## config.mk

```make
export PLATFORM = sky130hd
export DESIGN_NAME = frame_activity_segment_detector
export DESIGN_NICKNAME = d
export VERILOG_FILES = /design/src/rtl/core/fasd_pkg.sv /design/src/rtl/core/frame_activity_segment_detector.sv
export SDC_FILE = /design/constraint.sdc
export NUM_CORES = 1
export LEC_CHECK = 0
export BUFFER_PORTS_ARGS = -buffer_cell sky130_fd_sc_hd__buf_4
export CORE_ASPECT_RATIO = 2
export CORE_MARGIN = 2
export CORE_UTILIZATION = 35
export CTS_CLUSTER_SIZE = 14
export DETAILED_ROUTE_END_ITERATION = 10
export GPL_ROUTABILITY_DRIVEN = 0
export SYNTH_ARGS = -nofsm -noshare
export SYNTH_HDL_FRONTEND = slang
export SYNTH_SLANG_ARGS = --single-unit
```

## constraint.sdc

```tcl
create_clock -name clk -period 5.8 [get_ports clk]
set_input_delay 0.87 -clock clk [delete_from_list [all_inputs] [get_ports clk]]
set_output_delay 0.87 -clock clk [all_outputs]
set_load 0.005 [all_outputs]
```

## src/rtl/core/fasd_pkg.sv

```systemverilog
`timescale 1ns / 1ps

package fasd_pkg;

    localparam int FRAME_BITS_DEFAULT = 24;
    localparam int SUM_BITS_DEFAULT   = 40;

    localparam int GREEN_BITS = 16;
    localparam int PAD_BITS   = 8;
    localparam int CFG_INDEX_BITS = 3;

    // Register reset values
    localparam int SUM_THRESHOLD_RESET = 0;
    localparam int GAP_FRAMES_RESET    = 150;
    localparam int PAD_FRAMES_RESET    = 30;
    localparam int TOTAL_FRAMES_RESET  = 0;
    localparam int REPORT_ENABLE_RESET = 1;

    typedef enum logic [CFG_INDEX_BITS-1:0] {
        REG_SUM_THRESHOLD = 3'd0,
        REG_GAP_FRAMES    = 3'd1,
        REG_PAD_FRAMES    = 3'd2,
        REG_TOTAL_FRAMES  = 3'd3,
        REG_REPORT_ENABLE = 3'd4
    } cfg_reg_t;

    typedef enum logic {
        FUNC_PIXEL = 1'b0,
        FUNC_FLUSH = 1'b1
    } func_t;

endpackage

```

## src/rtl/core/frame_activity_segment_detector.sv

```systemverilog
`timescale 1ns / 1ps
// A result appears on out_valid in the cycle after the transaction that causes it.
// Throughput: one transaction per cycle; the input stalls only while a result is held
// by out_stall, since a single output register separates the two sides.
// Per-pixel path is one saturating accumulate; frame end adds one compare and update.
// Reset (rst_n low, asynchronous) clears the output valid and the frame state and
// loads the register defaults: threshold 0, gap 150, pad 30, total 0, report on.
module frame_activity_segment_detector
#(
    parameter int FRAME_BITS = fasd_pkg::FRAME_BITS_DEFAULT,
    parameter int SUM_BITS   = fasd_pkg::SUM_BITS_DEFAULT,
    localparam int CFG_BITS  = (SUM_BITS > FRAME_BITS) ? SUM_BITS : FRAME_BITS
)
(
    input  logic                                clk,
    input  logic                                rst_n,

    input  logic                                cfg_write,
    input  logic [fasd_pkg::CFG_INDEX_BITS-1:0] cfg_index,
    input  logic [CFG_BITS-1:0]                 cfg_data,

    input  logic                                in_valid,
    output logic                                in_stall,
    input  logic                                func,
    input  logic [fasd_pkg::GREEN_BITS-1:0]     green,
    input  logic                                frame_last,

    output logic                                out_valid,
    input  logic                                out_stall,
    output logic                                keep,
    output logic                                seg_valid,
    output logic [FRAME_BITS-1:0]               seg_first,
    output logic [FRAME_BITS-1:0]               seg_last,
    output logic                                is_flush
);
    import fasd_pkg::*;

    // configuration
    logic [SUM_BITS-1:0]   sum_threshold_reg;
    logic [FRAME_BITS-1:0] gap_frames_reg;
    logic [PAD_BITS-1:0]   pad_frames_reg;
    logic [FRAME_BITS-1:0] total_frames_reg;
    logic                  report_enable_reg;

    // frame state
    logic [SUM_BITS-1:0]   green_sum_reg,   green_sum_next;
    logic [FRAME_BITS-1:0] frame_index_reg, frame_index_next;
    logic                  keeping_reg,     keeping_next;
    logic [FRAME_BITS-1:0] open_start_reg,  open_start_next;
    logic [FRAME_BITS-1:0] last_end_reg,    last_end_next;

    // result register
    logic                  out_valid_reg, out_valid_next;
    logic                  keep_reg,      keep_next;
    logic                  seg_valid_reg, seg_valid_next;
    logic [FRAME_BITS-1:0] seg_first_reg, seg_first_next;
    logic [FRAME_BITS-1:0] seg_last_reg,  seg_last_next;
    logic                  is_flush_reg,  is_flush_next;

    logic in_accept;

    assign in_stall  = out_valid_reg && out_stall;
    assign in_accept = in_valid && !in_stall;

    always_ff @(posedge clk or negedge rst_n)
    begin
        if (!rst_n)
        begin
            sum_threshold_reg <= SUM_BITS'(SUM_THRESHOLD_RESET);
            gap_frames_reg    <= FRAME_BITS'(GAP_FRAMES_RESET);
            pad_frames_reg    <= PAD_BITS'(PAD_FRAMES_RESET);
            total_frames_reg  <= FRAME_BITS'(TOTAL_FRAMES_RESET);
            report_enable_reg <= 1'(REPORT_ENABLE_RESET);
        end
        else if (cfg_write)
        begin
            unique case (cfg_reg_t'(cfg_index))
                REG_SUM_THRESHOLD: sum_threshold_reg <= cfg_data[SUM_BITS-1:0];
                REG_GAP_FRAMES:    gap_frames_reg    <= cfg_data[FRAME_BITS-1:0];
                REG_PAD_FRAMES:    pad_frames_reg    <= cfg_data[PAD_BITS-1:0];
                REG_TOTAL_FRAMES:  total_frames_reg  <= cfg_data[FRAME_BITS-1:0];
                REG_REPORT_ENABLE: report_enable_reg <= cfg_data[0];
                default:           ;
            endcase
        end
    end

    always_comb
    begin
        logic [SUM_BITS:0]     sum_ext;
        logic [SUM_BITS-1:0]   sum_sat;
        logic [FRAME_BITS-1:0] pad_ext;
        logic [FRAME_BITS:0]   end_padded;
        logic [FRAME_BITS-1:0] seg_len;
        logic [FRAME_BITS-1:0] seg_start;
        logic [FRAME_BITS-1:0] seg_end;
        logic                  far_enough;
        logic                  report;
        logic [FRAME_BITS-1:0] rep_first;
        logic [FRAME_BITS-1:0] rep_last;

        green_sum_next   = green_sum_reg;
        frame_index_next = frame_index_reg;
        keeping_next     = keeping_reg;
        open_start_next  = open_start_reg;
        last_end_next    = last_end_reg;

        out_valid_next = out_valid_reg && out_stall;
        keep_next      = keep_reg;
        seg_valid_next = seg_valid_reg;
        seg_first_next = seg_first_reg;
        seg_last_next  = seg_last_reg;
        is_flush_next  = is_flush_reg;

        sum_ext = {1'b0, green_sum_reg} + (SUM_BITS+1)'(green);
        sum_sat = sum_ext[SUM_BITS] ? {SUM_BITS{1'b1}} : sum_ext[SUM_BITS-1:0];

        pad_ext    = FRAME_BITS'(pad_frames_reg);
        end_padded = {1'b0, frame_index_reg} + {1'b0, pad_ext};
        seg_len    = (frame_index_reg >= open_start_reg) ?
                     frame_index_reg - open_start_reg : '0;
        seg_start  = (open_start_reg > pad_ext) ? open_start_reg - pad_ext : '0;
        seg_end    = (end_padded < {1'b0, total_frames_reg}) ?
                     end_padded[FRAME_BITS-1:0] : frame_index_reg;
        far_enough = (frame_index_reg > last_end_reg) &&
                     ((frame_index_reg - last_end_reg) > gap_frames_reg);

        report    = 1'b0;
        rep_first = '0;
        rep_last  = '0;

        if (in_accept)
        begin
            if (func_t'(func) == FUNC_FLUSH)
            begin
                report         = !keeping_reg;
                rep_first      = open_start_reg;
                rep_last       = total_frames_reg;
                out_valid_next = 1'b1;
                keep_next      = keeping_reg;
                is_flush_next  = 1'b1;
                keeping_next    = 1'b1;
                open_start_next = '0;
                last_end_next   = '0;
                green_sum_next  = '0;
            end
            else if (!frame_last)
            begin
                green_sum_next = sum_sat;
                out_valid_next = 1'b0;
            end
            else
            begin
                if (sum_sat > sum_threshold_reg)
                begin
                    // active frame: close the segment once it is long enough
                    if (!keeping_reg && seg_len >= gap_frames_reg)
                    begin
                        keeping_next    = 1'b1;
                        last_end_next   = seg_end;
                        open_start_next = '0;
                        report          = 1'b1;
                        rep_first       = seg_start;
                        rep_last        = seg_end;
                    end
                end
                else if (keeping_reg)
                begin
                    if (frame_index_reg == '0 || far_enough)
                    begin
                        keeping_next    = 1'b0;
                        open_start_next = frame_index_reg;
                        last_end_next   = '0;
                    end
                    else
                    begin
                        open_start_next = '0;
                    end
                end
                out_valid_next = 1'b1;
                keep_next      = keeping_next;
                is_flush_next  = 1'b0;
                green_sum_next = '0;
                if (frame_index_reg != {FRAME_BITS{1'b1}})
                begin
                    frame_index_next = frame_index_reg + FRAME_BITS'(1);
                end
            end

            if (out_valid_next)
            begin
                seg_valid_next = report && report_enable_reg;
                seg_first_next = seg_valid_next ? rep_first : '0;
                seg_last_next  = seg_valid_next ? rep_last : '0;
            end
        end
    end

    always_ff @(posedge clk or negedge rst_n)
    begin
        if (!rst_n)
        begin
            green_sum_reg   <= '0;
            frame_index_reg <= '0;
            keeping_reg     <= 1'b1;
            open_start_reg  <= '0;
            last_end_reg    <= '0;
            out_valid_reg   <= 1'b0;
        end
        else
        begin
            green_sum_reg   <= green_sum_next;
            frame_index_reg <= frame_index_next;
            keeping_reg     <= keeping_next;
            open_start_reg  <= open_start_next;
            last_end_reg    <= last_end_next;
            out_valid_reg   <= out_valid_next;
        end
    end

    // payload of the result register
    always_ff @(posedge clk)
    begin
        keep_reg      <= keep_next;
        seg_valid_reg <= seg_valid_next;
        seg_first_reg <= seg_first_next;
        seg_last_reg  <= seg_last_next;
        is_flush_reg  <= is_flush_next;
    end

    assign out_valid = out_valid_reg;
    assign keep      = keep_reg;
    assign seg_valid = seg_valid_reg;
    assign seg_first = seg_first_reg;
    assign seg_last  = seg_last_reg;
    assign is_flush  = is_flush_reg;

    // a flush transaction leaves a clean store
    assert property (@(posedge clk) disable iff (!rst_n)
        in_accept && func |=> keeping_reg && open_start_reg == '0 && last_end_reg == '0
                               && green_sum_reg == '0)
        else $error("flush did not clear segment state");

    // frame counter only moves forward
    assert property (@(posedge clk) disable iff (!rst_n)
        1'b1 |=> frame_index_reg >= $past(frame_index_reg))
        else $error("frame index went backward");

    // an open segment never starts after the current frame
    assert property (@(posedge clk) disable iff (!rst_n)
        !keeping_reg |-> open_start_reg <= frame_index_reg)
        else $error("open segment starts beyond frame index");

    // a reported segment from a frame end is kept, from a flush it is not
    assert property (@(posedge clk) disable iff (!rst_n)
        out_valid_reg && seg_valid_reg |-> keep_reg != is_flush_reg)
        else $error("keep flag inconsistent with reported segment");

    // padded frame-end segments are ordered
    assert property (@(posedge clk) disable iff (!rst_n)
        out_valid_reg && seg_valid_reg && !is_flush_reg |-> seg_first_reg <= seg_last_reg)
        else $error("reported segment ends before it starts");

endmodule
```

==> results of run 1 <==
-- power by group through the flow --
stage / Clock (mW) / Sequential [mW] / Combinational [mW]
4_1_cts: 1.89 / 2.25 / 4.78
6_report: 1.85 / 2.25 / 4.99
2_1_floorplan: 0 / 2.26 / 2.90
5_1_grt: 1.95 / 2.27 / 5.54
3_5_place_dp: 0 / 2.28 / 4.73
3_3_place_gp: 0 / 2.28 / 4.59
-- kinds of logic (layout without fill, tap and decap cells) --
logic type / after synthesis / in the layout / share of synthesized area
DFF: 262 / 262 / 0.368
buffers and inverters: 273 / 576 / 0.0575
AOI/OAI and AO/OA: 543 / 544 / 0.184
and+or+nand+nor: 662 / 663 / 0.171
adders and majority gates: 198 / 198 / 0.136
muxes: 40 / 40 / 0.0236
xor gates and xnor gates: 128 / 128 / 0.0605
-- area by class of cell --
type / instances / area [um^2] / area share
multi-input cells: 1573 / 10800 / 0.476
flip-flops and latches: 262 / 6820 / 0.300
repair buffers: 344 / 2680 / 0.117
well taps: 665 / 832 / 0.0365
clock buffers: 37 / 815 / 0.0357
inverters: 183 / 687 / 0.0301
clock inverters: 12 / 114 / 0.00500
-- layout by cell type, fill, tap and decap left out, types with 19 or more instances in the layout --
master and n:
or4_1 22, a21o_1 35, o21ai_1 19, nor2_1 126, buf_4 334, edfxtp_1 51, nand3_1 54, xnor2_1 81
a21oi_1 127, nand2_1 254, mux2_2 30, clkbuf_16 28, nor3_1 32, o21ai_0 165, nand4_1 50, inv_1 182
xor2_1 47, dfrtp_1 201, a22o_1 45, ha_1 192
-- path summary, 6_finish.rpt --
check / slack, ns / depth (start not counted) / startpoint / endpoint
worst max-delay path: 0.11 / 24 / green[0] / seg_first[23]
worst min-delay path: 0.44 / 1 / rst_n / green_sum_reg[5]
worst max register to register: 0.13 / 23 / green_sum_reg[0] / seg_first[23]
worst min register to register: 0.51 / 1 / green_sum_reg[11] / green_sum_reg[11]
max in group asynchronous: 4.22 / 2 / rst_n / sum_threshold_reg[19]
min in group clk: 0.50 / 3 / cfg_data[27] / sum_threshold_reg[27]
-- stage by stage --
step	setup WS [ns]	cells	cell area, um^2	power, mW	hold WS, ns
floorplan	0.0554	2106	18500	5.16	0.454
CTS	0.0388	3062	22500	8.91	0.456
global route	-0.144	3076	22800	9.76	0.498
detailed placement	-0.537	3013	21600	7.01	0.499
global placement	-0.378	3013	21600	6.87	0.477
finish	0.110	3076	22800	9.08	0.437
-- layer usage --
metal,up-vias,GRT usage
met2,506,0.439
met4,0,0.132
li1,8037,-
met1,8199,0.232
met5,-,0
met3,190,0.0184
-- timing repair --
action                                  in CTS  in global routing
endpoints found under the setup margin      27                 99
pin swaps                                    0                 17
cloned                                       0                  2
resized for setup                            1                 36
buffers inserted                             0                 12
-- worst max-delay path, delay by kind of cell --
family | cells | cell delay [ns]
adder cells (fa/ha/maj) | 3 | 0.92
buffers and inverters | 3 | 0.48
AO/OA/AOI/OAI | 11 | 2.00
AND/OR/NAND/NOR | 7 | 1.85
==> impl_metrics.py, run 1 <==
metrics = {
    "synthesis": {
        "syn_inst": 2106,
        "yosysSeqAreaShare": 0.368,
        "synth_top_area_frac": 0.271,
        "syn_nets": 2370,
        "yosys-top-cells-count": "nand2_1 (254), dfrtp_1 (201), ha_1 (193), inv_1 (183), o21ai_0 (175)",
        "syn_area_per_cell_um2": 8.80,
        "synth_warnings": 0,
        "synth_cell_type_count": 77,
        "async_reset_ff_frac": 0.805,
        "synth_top_cells_by_area": "dfrtp_1 (27%), ha_1 (13%), edfxtp_1 (8.3%), nand2_1 (5.1%), o21ai_0 (4.7%)",
        "synth_seq_cells": 262,
        "yosys.area.top_type": "dfrtp_1",
        "ys.flop_type": "dfrtp_1",
        "yosysMostFrequentCell": "nand2_1",
        "synth_edf_count": 51,
        "synth_area_um2": 18500,
    },
    "timing": {
        "finalHoldViolCount": 0,
        "worst_slew_pin_slew_ns": 0.981,
        "post-route-period-util": 0.981,
        "finalCriticalPeriod_ns": 5.69,
        "setup_viol": 0,
        "slew_violations": 0,
        "rsz0062_at_grt": "true",
        "slew_headroom": 0.346,
        "fmax_mhz": 176,
        "setup_tns_ns": 0,
        "finalClockSkew_ns": 0.0195,
    },
    "cells_and_area": {
        "final_nets": 2655,
        "area_growth_pct": 22.9,
        "fin_util": 0.433,
        "antennaDiodeCount": 0,
        "drive_gt1_frac": 0.204,
        "nFillCells": 5102,
    },
    "die": {
        "die_area_um2": 54900,
        "rows": 119,
        "die_h_um": 329,
        "chipWidth_um": 167,
        "core_area_um2": 52600,
        "io_pins": 119,
        "start_util": 0.353,
    },
    "pwr": {
        "ir_drop_mv": 0.261,
        "leakage_nw": 10.6,
        "seq_power_share": 0.247,
        "p_int_mw": 5.43,
        "p_switching_mw": 3.65,
        "p_per_area_nw_per_um2": 399,
        "swShare": 0.402,
        "combPwrFrac": 0.549,
        "clkPwrFrac": 0.203,
    },
    "min_path": {
        "hold_class": "primary input to asynchronous set/reset pin",
    },
    "routing": {
        "wl_met1_um": 22400,
        "remaining_drc_errors": 0,
        "routedWlPerCell_um": 20.6,
        "wl_met2_um": 34200,
        "dr.max_layer_used": "met4",
        "wl_um": 63300,
        "postRouteAntennaNets": 0,
        "via_per_inst": 5.50,
        "drtPass1Iterations": 5,
        "detail_route.iter0.violations": 992,
        "wl_met3_um": 2550,
        "routed-via-count": 16900,
    },
    "worst_setup_path": {
        "cp_max_fo": 4,
        "crit_path_frequent_cell": "buf_4",
        "crit_path_start_kind": "primary input",
        "worstPathCellList": "buf_4 > ha_2 > fa_1 > a21o_1 > a21oi_1 > o21ai_0 > a31o_2 > o21ai_1 > buf_4 > o21a_1 > nor3_1 > a31oi_1 > a41oi_1 > ha_1 > nand4_1 > nor4_4 > nand4_1 > a21oi_2 > o41ai_4 > buf_4 > nor4_4 > nand2_1 > or4_1 > a21oi_1",
        "crit_required_ns": 6.22,
        "critPathKind": "primary input to flop",
        "cp-end-kind": "flop",
        "critical_path.slowest_cell": "or4_1",
        "slowest_delay_ns": 0.41,
        "arrival_ns": 6.11,
    },
    "clocking": {
        "cts_tree": "built",
        "hold_buffers": 0,
        "clk_path_buf_depth": 3,
        "clock_latency_ns": 0.57,
        "cts.clk_slew.worst_paths_ns": 0.07,
        "numClockSinks": 262,
        "cts_made_buffers": 27,
        "clock-root-buffer": "clkbuf_16",
        "h-tree-depth": 1,
    },
    "flow_run": {
        "maxCapViolCount": 0,
    },
    "global_route": {
        "antenna_found_initial": 1,
        "grt_overflow": 0,
        "grt_pass1_wl_um": 96800,
        "grt_pass1_vias": 17400,
        "grt_max_degree": 111,
        "groute.usage.overall": 0.225,
    },
    "placement": {
        "dp_hpwl_um": 49300,
        "io_buffers": 118,
    },
    "run_status": {
        "status": "completed",
    },
}
No activity file was read; power rests on OpenSTA's default activity.
==> inputs of run 2 (changes only) <==
- CELL_PAD_IN_SITES_DETAIL_PLACEMENT: not set -> 2
- CELL_PAD_IN_SITES_GLOBAL_PLACEMENT: not set -> 2
- PLACE_DENSITY_LB_ADDON: not set -> 0.1
==> run 2 against run 1 <==
Sequential power about the same. Sequential share of layout area down 0.60 points. Register-to-register slack lost 0.04 ns. Global-route usage up 5.4 points. Fmax down 0.35%. Via count rose by 3.2%. Non-clock buffer count rose by 27. Die area did not move. Critical path type is now flop to flop. Setup slack lost 0.020 ns. Flip-flop and latch count stayed put. Clock power up 9%. Critical path depth is 1 higher. Highest routed layer unchanged.
==> impl_metrics.py, run 2 (synthesis gave the netlist of run 1 again) <==
metrics = {
    "clocking": {
        "cts_made_buffers": 28,
        "numClockSinks": 262,
        "hold_buffers": 0,
        "cts.clk_slew.worst_paths_ns": 0.07,
        "clock_latency_ns": 0.60,
        "clock-root-buffer": "clkbuf_16",
        "h-tree-depth": 1,
        "clk_path_buf_depth": 3,
        "cts_tree": "built",
    },
    "worst_setup_path": {
        "critical_path.slowest_cell": "o41ai_4",
        "cp_max_fo": 11,
        "cp_num_buf_inv": 6,
        "crit_path_start_kind": "flop",
        "critPathKind": "flop to flop",
        "cp-end-kind": "flop",
        "arrival_ns": 6.05,
        "crit_required_ns": 6.14,
        "cp_top_family": "compound AO/OA/AOI/OAI gates",
        "slowest_delay_ns": 0.71,
        "crit_path_frequent_cell": "buf_4",
    },
    "timing": {
        "setup_viol": 0,
        "hold-worst-slack_ns": 0.246,
        "fmax_mhz": 175,
        "slew_headroom": 0.346,
        "finalClockSkew_ns": 0.0143,
        "finalHoldViolCount": 0,
        "rsz0062_at_grt": "true",
        "finalCriticalPeriod_ns": 5.71,
        "slew_violations": 0,
        "setup_tns_ns": 0,
        "worst_slew_pin_slew_ns": 0.977,
        "post-route-period-util": 0.985,
    },
    "pwr": {
        "leakage_nw": 10.8,
        "p_per_area_nw_per_um2": 429,
        "ir_drop_mv": 0.244,
    },
    "die": {
        "die_area_um2": 54900,
        "start_util": 0.353,
        "core_area_um2": 52600,
        "rows": 119,
        "die_h_um": 329,
        "chipWidth_um": 167,
        "io_pins": 119,
    },
    "min_path": {
        "hold_class": "primary input to asynchronous set/reset pin",
    },
    "cells_and_area": {
        "area_growth_pct": 25.4,
        "final_nets": 2681,
        "fin_util": 0.442,
        "final_cell_mix": "buf_4 (354), nand2_1 (252), dfrtp_1 (200)",
        "layout.cells.most_common": "buf_4",
        "drive_gt1_frac": 0.223,
        "fin_area_um2": 23300,
    },
    "placement": {
        "dp_hpwl_um": 62000,
        "io_buffers": 118,
        "placedInstanceArea_um2": 21900,
    },
    "global_route": {
        "antenna_found_initial": 1,
        "grt_overflow": 0,
        "grt_pass1_vias": 20200,
        "groute.usage.overall": 0.279,
        "grt_max_degree": 97,
        "grt_pass1_wl_um": 117000,
    },
    "routing": {
        "detail_route.iter0.violations": 626,
        "postRouteAntennaNets": 0,
        "routed-via-count": 17500,
        "via_per_inst": 5.63,
        "remaining_drc_errors": 0,
        "routedWlPerCell_um": 25.0,
        "drtPass1Iterations": 4,
        "wl_um": 77700,
    },
    "run_status": {
        "status": "completed",
    },
    "flow_run": {
        "maxCapViolCount": 0,
    },
}
[run 2: final cells by class]
cell class,count,area (um^2)
antenna,1,2.50
fill,5807,29300
tap,665,832
clock inverter,18,196
multi-input combinational,1571,11000
inverter,183,687
sequential,262,6830
timing repair buffer,371,2950
clock buffer,34,787
[run 2: report_power, final]
part	switching, mW	internal [mW]	leakage (nW)
Combinational	3.21	2.50	7.09
Clock	0.868	1.14	0.475
Sequential	0.138	2.12	3.24
[run 2: routing by layer]
| metal | part of all wire | up-vias | GRT usage |
|---|---|---|---|
| li1 | - | 8075 | - |
| met1 | 0.32 | 8841 | 0.247 |
| met2 | 0.59 | 362 | 0.590 |
| met3 | 0.024 | 200 | 0.0223 |
| met4 | 0.070 | 0 | 0.169 |
| met5 | 0 | - | 0 |
[run 2: what timing repair did]
item,in CTS,in global routing
pin swaps,8,49
cloned,0,1
setup endpoints to repair,98,99
setup buffers,1,12
gates resized for setup,27,65
[run 2: worst paths after layout]
kind / start / to / slack, ns / depth (start not counted)
min reg2reg: green_sum_reg[3] / green_sum_reg[3] / 0.53 / 1
min: rst_n / green_sum_reg[24] / 0.25 / 1
max in group asynchronous: rst_n / sum_threshold_reg[37] / 4.14 / 2
min in group clk: cfg_data[26] / sum_threshold_reg[26] / 0.48 / 3
max: green_sum_reg[0] / seg_first[3] / 0.09 / 25
max reg2reg: green_sum_reg[0] / seg_first[3] / 0.09 / 25
[run 2: through the flow]
| stage | worst slack [ns] | power [mW] | cells |
|---|---|---|---|
| detailed placement | -0.697 | 7.61 | 3039 |
| CTS | 0.00615 | 9.77 | 3092 |
| finish | 0.0893 | 9.98 | 3105 |
| global placement | -0.354 | 7.29 | 3039 |
| global route | -0.137 | 10.6 | 3104 |
| floorplan | 0.0554 | 5.16 | 2106 |
==> inputs of run 3 (changes only) <==
==> constraint.sdc (replaced) <==
create_clock -name clk -period 5.8 [get_ports clk]
set_input_delay 0.29 -clock clk [delete_from_list [all_inputs] [get_ports clk]]
set_output_delay 0.29 -clock clk [all_outputs]
set_load 0.005 [all_outputs]
==> run 3 against run 2 <==
Combinational power is 4% lower. Sequential share of layout area is 0.14 points lower. Fmax is 0.57% higher. Global-route usage is 0.31 points lower. Via count is 0.86% lower.
==> impl_metrics.py, run 3 (synthesis gave the netlist of run 1 again) <==
metrics = {
    "run_status": {
        "status": "completed",
    },
    "cells_and_area": {
        "nFillCells": 5749,
        "layout.cells.most_common": "buf_4",
        "fin_area_um2": 23400,
        "area_growth_pct": 26.0,
        "final_nets": 2655,
        "drive_gt1_frac": 0.208,
        "final_cell_mix": "buf_4 (276), nand2_1 (253), dfrtp_1 (200)",
        "multi_input_area_um2": 11200,
        "seqCellArea_um2": 6830,
        "fin_util": 0.445,
    },
    "global_route": {
        "grt_pass1_wl_um": 116000,
        "grt_overflow": 0,
        "grt_pass1_vias": 20000,
        "groute.usage.overall": 0.276,
        "grt_max_degree": 95,
        "antenna_found_initial": 0,
    },
    "pwr": {
        "seq_power_share": 0.232,
        "p_switching_mw": 4.11,
        "p_per_area_nw_per_um2": 418,
        "clkPwrFrac": 0.204,
        "p_int_mw": 5.66,
        "combPwrFrac": 0.564,
        "ir_drop_mv": 0.222,
        "leakage_nw": 10.7,
        "swShare": 0.421,
    },
    "worst_setup_path": {
        "cp-end-kind": "flop",
        "cp_top_family": "simple AND/OR/NAND/NOR gates",
        "critical_path.slowest_cell": "or4_4",
        "cp_num_buf_inv": 3,
        "slowest_delay_ns": 0.66,
        "crit_required_ns": 6.25,
        "cp_max_fo": 7,
        "crit_path_start_kind": "flop",
        "critPathKind": "flop to flop",
        "worstPathCellList": "buf_4 > ha_1 > nor2b_1 > o211ai_1 > nand3_2 > a2111oi_4 > buf_4 > nor2_1 > a2111o_1 > a21oi_2 > xor2_1 > nor2_1 > ha_1 > nand4_1 > or4_4 > nor3_4 > nor3_4 > or4_4 > buf_6 > o21ai_2 > nand2_1 > a21oi_1",
        "arrival_ns": 6.13,
    },
    "die": {
        "die_area_um2": 54900,
        "start_util": 0.353,
        "chipWidth_um": 167,
        "io_pins": 119,
        "rows": 119,
        "core_area_um2": 52600,
        "die_h_um": 329,
    },
    "clocking": {
        "cts_made_buffers": 28,
        "numClockSinks": 262,
        "h-tree-depth": 1,
        "clock-root-buffer": "clkbuf_16",
        "clock_latency_ns": 0.60,
        "cts.clk_slew.worst_paths_ns": 0.07,
        "clk_path_buf_depth": 3,
        "cts_tree": "built",
    },
    "placement": {
        "io_buffers": 118,
        "placedInstanceArea_um2": 21300,
        "dp_hpwl_um": 59900,
    },
    "min_path": {
        "hold_class": "primary input to flop",
    },
    "timing": {
        "rsz0062_at_grt": "true",
        "finalClockSkew_ns": 0.0177,
        "post-route-period-util": 0.979,
        "finalCriticalPeriod_ns": 5.68,
        "slew_violations": 0,
        "fmax_mhz": 176,
        "finalHoldViolCount": 0,
        "setup_viol": 0,
        "worst_slew_pin_slew_ns": 0.931,
        "slew_headroom": 0.379,
    },
    "routing": {
        "drtPass1Iterations": 4,
        "detail_route.iter0.violations": 671,
        "routed-via-count": 17300,
        "via_per_inst": 5.63,
        "remaining_drc_errors": 0,
        "postRouteAntennaNets": 0,
        "wl_um": 76700,
        "routedWlPerCell_um": 24.9,
    },
    "flow_run": {
        "maxCapViolCount": 0,
    },
}
run 3: final timing paths:
path	from	to	slack, ns	cells after the start
setup / recovery	frame_index_reg[1]	seg_first[20]	0.12	22
hold / removal	cfg_index[2]	report_enable_reg	0.13	3
setup reg to reg	frame_index_reg[1]	seg_first[20]	0.12	22
hold reg to reg	green_sum_reg[8]	green_sum_reg[8]	0.51	1
max in group asynchronous	rst_n	open_start_reg[8]	4.13	3
min in group asynchronous	rst_n	green_sum_reg[25]	0.26	2
run 3: worst min-delay path, cell delays in order:
cell     delay [ns]
buf_4          0.11
nand3_1        0.11
mux2_2         0.17
run 3: final cells by class:
cell class	instances	share of cell area
Multi-Input combinational cell	1572	0.479
Sequential cell	262	0.292
Timing Repair Buffer	344	0.122
Clock buffer	37	0.0359
Tap cell	665	0.0356
Inverter	183	0.0294
Clock inverter	15	0.00637
Antenna cell	1	0.000107
run 3: through the flow:
step	hold slack, ns	cells	TNS [ns]	power (mW)	setup WS, ns
5_1_grt	0.132	3078	-0.469	10.4	-0.0478
6_report	0.133	3079	0	9.77	0.122
4_1_cts	0.105	3068	0	9.55	0.00225
2_1_floorplan	-0.00559	2106	0	5.16	0.268
3_3_place_gp	0.376	2967	-5.47	7.08	-0.179
3_5_place_dp	0.382	2967	-29.01	7.38	-0.435
run 3: power by group through the flow:
| stage | Sequential [mW] | Combinational (mW) | Clock, mW |
|---|---|---|---|
| after CTS | 2.27 | 5.24 | 2.04 |
| after global routing | 2.29 | 6.03 | 2.09 |
| after global placement | 2.29 | 4.80 | 0 |
| after detailed placement | 2.30 | 5.08 | 0 |
| after floorplan | 2.26 | 2.90 | 0 |
| final | 2.27 | 5.51 | 1.99 |
run 3: what timing repair did:
action | in CTS | in global routing
pin swaps | 21 | 46
hold buffers | 42 | 0
gates resized for setup | 35 | 104
setup endpoints to repair | 99 | 99
hold endpoints to repair | 175 | 0
buffers inserted | 5 | 10
gates cloned | 2 | 0
run 3: routing by layer:
layer,vias up,GRT usage,part of all wire
met1,8804,0.248,0.33
met3,189,0.0204,0.018
li1,8024,-,-
met5,-,0,0
met4,0,0.160,0.065
met2,310,0.584,0.59
